[config.mk]
export PLATFORM = sky130hd
export DESIGN_NAME = random_graph_edge_generator
export DESIGN_NICKNAME = d
export VERILOG_FILES = /design/src/rtl/core/rge_pkg.sv /design/src/rtl/core/rge_mul_unit.sv /design/src/rtl/core/random_graph_edge_generator.sv
export SDC_FILE = /design/constraint.sdc
export NUM_CORES = 2
export LEC_CHECK = 0
export CAP_MARGIN = 20
export CORE_ASPECT_RATIO = 0.6
export CORE_MARGIN = 2
export CORE_UTILIZATION = 45
export CTS_CLUSTER_DIAMETER = 200
export DETAILED_ROUTE_END_ITERATION = 10
export DONT_BUFFER_PORTS = 1
export GPL_ROUTABILITY_DRIVEN = 0
export PLACE_DENSITY = 0.65
export SLEW_MARGIN = 0
export SYNTH_ARGS = -nofsm -noshare
export SYNTH_HDL_FRONTEND = slang
export SYNTH_HIERARCHICAL = 1
export SYNTH_SLANG_ARGS = --single-unit
[constraint.sdc]
create_clock -name clk_i -period 13.9 [get_ports clk_i]
set_clock_uncertainty 0.2 [all_clocks]
set_input_delay 2.78 -clock clk_i [delete_from_list [all_inputs] [get_ports clk_i]]
set_output_delay 2.78 -clock clk_i [all_outputs]
set_load 0.01 [all_outputs]
[src/rtl/core/rge_pkg.sv]
// Package for the random graph edge generator.
// Holds sizes, generator constants, register codes, FSM and multiplier types.
// No dependencies.
`timescale 1ns / 1ps

package rge_pkg;

  // Graph size limits
  localparam int unsigned MAX_NODES = 1024;
  localparam int unsigned IDX_W     = 10;         // node index width
  localparam int unsigned N_W       = IDX_W + 1;  // holds MAX_NODES itself
  localparam int unsigned PCT_W     = 7;

  // Generator x = x * LCG_MUL + LCG_ADD (mod 2^32)
  localparam logic [31:0] LCG_MUL = 32'd1103515245;
  localparam logic [31:0] LCG_ADD = 32'd12345;

  // floor(v / 100) = (v * RECIP_100) >> RECIP_SHIFT, exact for v < 2^31
  localparam logic [31:0] RECIP_100   = 32'd2748779070;
  localparam int unsigned RECIP_SHIFT = 38;
  // two's complement of 100, so v + q * NEG_100 = v - 100 q
  localparam logic [31:0] NEG_100     = 32'hFFFF_FF9C;

  // Configuration register indexes
  localparam logic [1:0] REG_NODE_COUNT   = 2'd0;
  localparam logic [1:0] REG_EDGE_PERCENT = 2'd1;
  localparam logic [1:0] REG_SEED_VALUE   = 2'd2;

  // Sequencer states
  typedef enum logic [2:0] {
    ST_IDLE,
    ST_LCG2,
    ST_LCG3,
    ST_RECIP,
    ST_REM,
    ST_OUT
  } state_e;

  // Request to the shared multiply-add unit
  typedef struct packed {
    logic        en;
    logic [31:0] a;
    logic [31:0] b;
    logic [31:0] c;
  } mul_req_t;

endpackage

[src/rtl/core/rge_mul_unit.sv]
// Shared multiply-add unit: registered 64-bit result of a * b + c.
// Depends on rge_pkg for the request type.
`timescale 1ns / 1ps

module rge_mul_unit (
  input  logic              clk_i,
  input  logic              rst_ni,
  input  rge_pkg::mul_req_t req_i,
  output logic [63:0]       prod_o
);
  import rge_pkg::*;

  logic [63:0] prod_d, prod_q;

  // one 32x32 multiply plus addend per cycle
  assign prod_d = ({32'd0, req_i.a} * {32'd0, req_i.b}) + {32'd0, req_i.c};

  // payload only, reset kept for a clean start
  always_ff @(posedge clk_i or negedge rst_ni) begin
    if (!rst_ni) begin
      prod_q <= '0;
    end else if (req_i.en) begin
      prod_q <= prod_d;
    end
  end

  assign prod_o = prod_q;

endmodule

[src/rtl/core/random_graph_edge_generator.sv]
// Top level of the random graph edge generator.
// Depends on rge_pkg and rge_mul_unit.
`timescale 1ns / 1ps

// Walks the upper triangle of an n-node adjacency matrix, one pair (i, j), i < j, per
// input transfer, and returns row, column, an edge bit and a last-pair mark (tlast).
// Each pair steps from its accept in ST_IDLE through ST_LCG2, ST_LCG3, ST_RECIP and ST_REM to ST_OUT,
// since one 32x32 multiply-add unit is used five times per pair (three generator steps, a
// reciprocal multiply and a remainder step for the modulo by 100). A finished result sits
// in an output register, so the next pair is accepted while it waits. tdata bit 0 set
// reloads the generator from seed_value and restarts the walk at (0,1). Configuration
// writes are always accepted and must be made while the block is idle.

module random_graph_edge_generator (
  input  logic        clk_i,
  input  logic        rst_ni,
  // configuration write channel
  input  logic        cfg_valid_i,
  output logic        cfg_ready_o,
  input  logic [1:0]  cfg_addr_i,
  input  logic [31:0] cfg_data_i,
  // input stream
  input  logic        s_axis_tvalid,
  output logic        s_axis_tready,
  input  logic [7:0]  s_axis_tdata,   // [0] restart, [7:1] zero
  // output stream
  output logic        m_axis_tvalid,
  input  logic        m_axis_tready,
  output logic [23:0] m_axis_tdata,   // [9:0] row, [19:10] col, [20] edge_res, [23:21] zero
  output logic        m_axis_tlast
);
  import rge_pkg::*;

  // configuration registers
  logic [N_W-1:0]   node_count_q;
  logic [PCT_W-1:0] edge_percent_q;
  logic [31:0]      seed_value_q;

  // walk and generator state
  logic [31:0]      gen_q, gen_d;
  logic [IDX_W-1:0] row_q, row_d, col_q, col_d;

  // per-pair working registers
  state_e           state_q, state_d;
  logic [IDX_W-1:0] pi_q, pi_d, pj_q, pj_d;
  logic             plast_q, plast_d;
  logic [30:0]      v_q, v_d;

  // output register
  logic             ovalid_q, ovalid_d;
  logic [IDX_W-1:0] orow_q, orow_d, ocol_q, ocol_d;
  logic             oedge_q, oedge_d, olast_q, olast_d;

  mul_req_t         mreq;
  logic [63:0]      prod;

  logic             s_fire, m_fire, cfg_fire;
  logic [N_W-1:0]   eff_n;
  logic [IDX_W-1:0] r0, c0, ri, cj;
  logic [N_W-1:0]   ri_w, cj_w;
  logic [7:0]       rem_p1;

  assign s_fire   = s_axis_tvalid && s_axis_tready;
  assign m_fire   = m_axis_tvalid && m_axis_tready;
  assign cfg_fire = cfg_valid_i && cfg_ready_o;

  assign cfg_ready_o = 1'b1;

  // input taken only between pairs
  assign s_axis_tready = (state_q == ST_IDLE);

  // configuration writes, unknown index ignored
  always_ff @(posedge clk_i or negedge rst_ni) begin
    if (!rst_ni) begin
      node_count_q   <= N_W'(MAX_NODES);
      edge_percent_q <= PCT_W'(50);
      seed_value_q   <= '0;
    end else if (cfg_fire) begin
      unique case (cfg_addr_i)
        REG_NODE_COUNT:   node_count_q   <= cfg_data_i[N_W-1:0];
        REG_EDGE_PERCENT: edge_percent_q <= cfg_data_i[PCT_W-1:0];
        REG_SEED_VALUE:   seed_value_q   <= cfg_data_i;
        default:          ;
      endcase
    end
  end

  // node count saturated into 2..MAX_NODES
  always_comb begin
    if (node_count_q < N_W'(2)) begin
      eff_n = N_W'(2);
    end else if (node_count_q > N_W'(MAX_NODES)) begin
      eff_n = N_W'(MAX_NODES);
    end else begin
      eff_n = node_count_q;
    end
  end

  // pair for this transfer: restart, then fall back to (0,1) if off the triangle
  always_comb begin
    if (s_axis_tdata[0]) begin
      r0 = '0;
      c0 = IDX_W'(1);
    end else begin
      r0 = row_q;
      c0 = col_q;
    end
    if ((r0 < c0) && ({1'b0, c0} < eff_n)) begin
      ri = r0;
      cj = c0;
    end else begin
      ri = '0;
      cj = IDX_W'(1);
    end
    ri_w = {1'b0, ri};
    cj_w = {1'b0, cj};
  end

  rge_mul_unit u_mul (
    .clk_i  (clk_i),
    .rst_ni (rst_ni),
    .req_i  (mreq),
    .prod_o (prod)
  );

  assign rem_p1 = {1'b0, prod[6:0]} + 8'd1;

  // sequencer: issues to the shared unit and collects its results
  always_comb begin
    state_d  = state_q;
    gen_d    = gen_q;
    row_d    = row_q;
    col_d    = col_q;
    pi_d     = pi_q;
    pj_d     = pj_q;
    plast_d  = plast_q;
    v_d      = v_q;
    ovalid_d = ovalid_q && !m_fire;
    orow_d   = orow_q;
    ocol_d   = ocol_q;
    oedge_d  = oedge_q;
    olast_d  = olast_q;
    mreq     = '{en: 1'b0, a: gen_q, b: LCG_MUL, c: LCG_ADD};

    unique case (state_q)
      ST_IDLE: begin
        if (s_fire) begin
          // first generator step
          mreq.en = 1'b1;
          mreq.a  = s_axis_tdata[0] ? seed_value_q : gen_q;
          pi_d    = ri;
          pj_d    = cj;
          plast_d = (ri_w == eff_n - N_W'(2)) && (cj_w == eff_n - N_W'(1));
          // advance the walk
          if (cj_w + N_W'(1) < eff_n) begin
            row_d = ri;
            col_d = cj + IDX_W'(1);
          end else if (ri_w + N_W'(2) < eff_n) begin
            row_d = ri + IDX_W'(1);
            col_d = ri + IDX_W'(2);
          end else begin
            row_d = '0;
            col_d = IDX_W'(1);
          end
          state_d = ST_LCG2;
        end
      end
      ST_LCG2: begin
        v_d[30:20] = prod[26:16];
        mreq.en    = 1'b1;
        mreq.a     = prod[31:0];
        state_d    = ST_LCG3;
      end
      ST_LCG3: begin
        v_d[19:10] = prod[25:16];
        mreq.en    = 1'b1;
        mreq.a     = prod[31:0];
        state_d    = ST_RECIP;
      end
      ST_RECIP: begin
        // third step done: keep state, start quotient
        gen_d     = prod[31:0];
        v_d[9:0]  = prod[25:16];
        mreq.en   = 1'b1;
        mreq.a    = {1'b0, v_q[30:10], prod[25:16]};
        mreq.b    = RECIP_100;
        mreq.c    = '0;
        state_d   = ST_REM;
      end
      ST_REM: begin
        // v - 100 * floor(v / 100)
        mreq.en = 1'b1;
        mreq.a  = {{(64 - RECIP_SHIFT - 26 + 6){1'b0}}, prod[63:RECIP_SHIFT]};
        mreq.b  = NEG_100;
        mreq.c  = {1'b0, v_q};
        state_d = ST_OUT;
      end
      ST_OUT: begin
        if (!ovalid_q || m_fire) begin
          ovalid_d = 1'b1;
          orow_d   = pi_q;
          ocol_d   = pj_q;
          oedge_d  = rem_p1 <= {1'b0, edge_percent_q};
          olast_d  = plast_q;
          state_d  = ST_IDLE;
        end
      end
      default: state_d = ST_IDLE;
    endcase
  end

  // control state
  always_ff @(posedge clk_i or negedge rst_ni) begin
    if (!rst_ni) begin
      state_q  <= ST_IDLE;
      gen_q    <= '0;
      row_q    <= '0;
      col_q    <= IDX_W'(1);
      ovalid_q <= 1'b0;
    end else begin
      state_q  <= state_d;
      gen_q    <= gen_d;
      row_q    <= row_d;
      col_q    <= col_d;
      ovalid_q <= ovalid_d;
    end
  end

  // payload
  always_ff @(posedge clk_i) begin
    pi_q    <= pi_d;
    pj_q    <= pj_d;
    plast_q <= plast_d;
    v_q     <= v_d;
    orow_q  <= orow_d;
    ocol_q  <= ocol_d;
    oedge_q <= oedge_d;
    olast_q <= olast_d;
  end

  assign m_axis_tvalid = ovalid_q;
  assign m_axis_tdata  = {3'b000, oedge_q, ocol_q, orow_q};
  assign m_axis_tlast  = olast_q;

  // a pair never issues back to back
  assert property (@(posedge clk_i) disable iff (!rst_ni)
    s_fire |=> !s_axis_tready)
    else $error("input accepted while a pair is in progress");

  // results always lie in the upper triangle
  assert property (@(posedge clk_i) disable iff (!rst_ni)
    m_axis_tvalid |-> (ocol_q > orow_q))
    else $error("result pair not in upper triangle");

  // last mark only on the final column of the effective size
  assert property (@(posedge clk_i) disable iff (!rst_ni)
    (m_axis_tvalid && m_axis_tlast) |-> ({1'b0, ocol_q} == eff_n - N_W'(1)))
    else $error("last mark on a pair that is not final");

endmodule

; ---- After elaboration in Yosys (flattened, before gate mapping)
; Cells that the tools add are included.
[op_classes]
n_eq_ne = 11
mul = 1
n_reduce_logical = 17
magnitude_cmp = 7
n_mux = 19
div_mod_pow = 0
n_addsub = 9
n_bitwise = 0
shift = 0
[op_table]
columns = operator, count
row1 = $pmux W33 S4, 1
row2 = $pmux W64 S2, 1
row3 = $mux W10, 8
row4 = $add A64 B32 Y64, 1
row5 = $mul A32 B32 Y64, 1
row6 = $mux W33, 1
row7 = $mux W32, 1
row8 = $eq A10 B11 Y1, 2
row9 = $lt A11 B11 Y1, 2
row10 = $mux W11, 2
row11 = $add A10 B1 Y10 const B, 2
row12 = $pmux W3 S6, 1
row13 = $reduce_and A2 Y1, 6
row14 = $add A10 B1 Y11 const B, 1
row15 = $add A10 B2 Y11 const B, 1
row16 = $gt A11 B11 Y1 const B, 1
row17 = $lt A10 B11 Y1, 1
row18 = $lt A11 B2 Y1 const B, 1
row19 = $sub A11 B1 Y11 const B, 1
row20 = $sub A11 B2 Y11 const B, 1
row21 = $add A10 B2 Y10 const B, 1
row22 = $lt A10 B10 Y1, 1
row23 = $add A7 B1 Y8 const B, 1
row24 = $le A8 B7 Y1, 1
row25 = other kinds (15), 24
[totals]
romBits = 0
mem_count = 0
register_bits = 244
out_inout_bits = 28
ram_bits = 0
latch_bits = 0
in_bits = 47
elab_cells = 83

; ---- Logic depth before layout (Yosys ltp)
[depth]
word_depth = 10
ltp_mapped = 39
mapped_depth_nobuf = 35

; ---- By module
; The synthesis kept the hierarchy.
[by_module_without_submodules]
columns = module, seq_area_each_um2, n_inst, cells_each, area_per_inst_um2
row1 = rge_mul_unit, 1601.5, 1, 4094, 37221.9
row2 = random_graph_edge_generator, 4880.9, 1, 1123, 10880.4

; ---- Worst setup path before layout
; Ideal clock, no wire load.
[synth_timing]
path_type = input to register
from = input port s_axis_tvalid
to = register u_mul.prod_q[57], in the netlist u_mul/prod_o[57]
setup_ns = 0.104
path_slack_ns = 2.841
t_arrival_ns = 10.756
required_time_ns = 13.596
path_buffers = 3
path_stages = 33
path_cell_list = nand2_1 inv_1 and2_1 clkbuf_1 nor2_1 mux2_2 a222oi_1 inv_1 clkbuf_1 nand2_1 fa_1 inv_1 fa_1 fa_1 inv_1 fa_1 inv_1 fa_1 fa_1 fa_1 inv_1 fa_1 inv_1 ha_1 clkbuf_1 a21oi_1 o21ai_1 nand3_1 a21oi_1 or3_1 o2111a_1 or3_1 o311ai_1
[synth_lines]
columns = element, line
row1 = "start, declared", random_graph_edge_generator.sv:23  ; input logic s_axis_tvalid,
row2 = "end signal, assigned", rge_mul_unit.sv:23  ; prod_q <= prod_d;
row3 = "end, declared", rge_mul_unit.sv:13  ; logic [63:0] prod_d, prod_q;

==> reports/results.txt <==
hold crit path type: flip-flop to flip-flop
first-pass detailed-route iteration total: 8
number of CTS-inserted buffers: 21
# port buffers: 0
# IOs: 75
Area growth syn-to-layout: 4.92%
Die X-Extent: 425 um
initial cell density of the core: 45.4%
setup_tns: 0 ns
CP endpoint kind: flip-flop
final WL: 143 mm
post-route minimum period: 12.22 ns
Syn Inst Count: 5190
final-layout fill cell count: 10000
Slew Viols, Final: 0
initial antenna violation count: 14
area of placed instances: 49400 sq um
critical path class: primary input to flip-flop
critical path arrival: 12.49 ns
final hold violations: 0
CTS tree: yes
first-pass GRT wire length: 222 mm
endpoints failing setup: 0
Clk Latency, worst-skew pair: 0.57 ns
total number of vias: 35500
grt total ovfl: 0
drt first-iter violations: 3574
Vias/cell: 5.50
status: completed
Ys Warns: 6
average cell area after synthesis: 9.21 sq um
CP Launch Type: primary input
RSZ-0062 raised after global routing: false
gr usage total: 26.6%
area of the multi-input gates: 36700 sq um
Slew @ Worst Pin: 1.11 ns
CP max stage delay: 0.86 ns
Rows: 92
Cell Area, Synth: 47800 sq um
Die ar.: 109000 sq um
vias in the first global route: 35700
hold buffer count at cts: 0
Sink Count: 238
die height: 256 um
fin crit share: 87.9%
max cap viols: 0
post_cts resized: 0
crit path max fanout: 19
Worst Path Required: 14.17 ns
H-tree depth: 1
nets@finish: 6323
fraction of layout cells with a size suffix above 1: 5.89%
Setup Buffers After CTS: 0
Slew headroom: 25.7%
root buffer cell: clkbuf_16
Most common cell on crit path: fa_1
Slowest-stage cell, CP: and2_1
commonest non-fill, non-tap cell in the layout: inv_1
fin area: 50200 sq um
largest net degree at the start of global routing: 165
CTS clk-pin slew, worst paths: 0.08 ns
DP Wirelength: 113 mm
Fmax: 0.0819 GHz
most frequent cells in the layout: inv_1 (1050), fa_1 (928), and2_1 (650)
DRT antenna net count: 0
residual DRC count: 0
Avg WL per Cell: 22.1 um
Clock Path Buffers: 3
FF/Latch Area: 6330 sq um
Core Area: 105000 sq um
[flip-flops by register name, summed over array words and instances (netlist names), 11 cells and up]
signal,cells
u_mul/prod_o,58
seed_value_q,32
v_q,31
node_count_q,11
gen_q,32
[critical path, delay by kind of cell]
| family | cells | cell delay (ns) |
|---|---|---|
| adders and majority gates | 9 | 4.10 |
| and+or+nand+nor | 8 | 2.76 |
| AOI/OAI and AO/OA | 6 | 1.65 |
| buffers and inverters | 7 | 1.14 |
[stage by stage]
step / std cells / hold WS, ns / util, % / setup slack [ns]
2_1_floorplan: 5238 / 0.200 / - / 2.90
3_3_place_gp: 6415 / 0.206 / 46.9 / 1.54
3_5_place_dp: 6417 / 0.206 / 47.0 / 1.45
4_1_cts: 6455 / 0.213 / 47.6 / 1.97
5_1_grt: 6459 / 0.225 / 47.7 / 1.40
6_report: 6461 / 0.214 / 47.7 / 1.68
[worst paths after layout]
| path | start | endpoint | slack [ns] | cells after the start |
|---|---|---|---|---|
| max reg2reg | state_q[1] | u_mul/prod_o[63] | 2.73 | 32 |
| max | s_axis_tvalid | u_mul/prod_o[63] | 1.68 | 30 |
| min reg2reg | pj_q[8] | ocol_q[8] | 0.21 | 0 |
| max in group asynchronous | rst_ni | gen_q[29] | 11.39 | 0 |
| min in group asynchronous | rst_ni | col_q[4] | 1.71 | 0 |
| min | pj_q[8] | ocol_q[8] | 0.21 | 0 |
[metal layers]
metal  vias to the layer above  part of all wire [%]  GRT usage [%]
met5                         -                 0.055              0
li1                      15500                     -              -
met2                      1845                    37           33.5
met1                     18000                    47           43.5
met3                       124                    14           9.26
met4                        12                   1.7           3.88
[layout make-up]
| class | instances | share of cell area, % |
|---|---|---|
| sequential | 238 | 12.6 |
| tap | 1410 | 3.52 |
| clock buffer | 24 | 1.15 |
| multi-input combinational | 3637 | 73.1 |
| inverter | 1052 | 7.87 |
| timing repair buffer | 81 | 1.39 |
| antenna | 5 | 0.0249 |
| clock inverter | 14 | 0.294 |
Power is not shown: default switching activity piles up to over one toggle a cycle in this logic, so the estimate is an artifact.
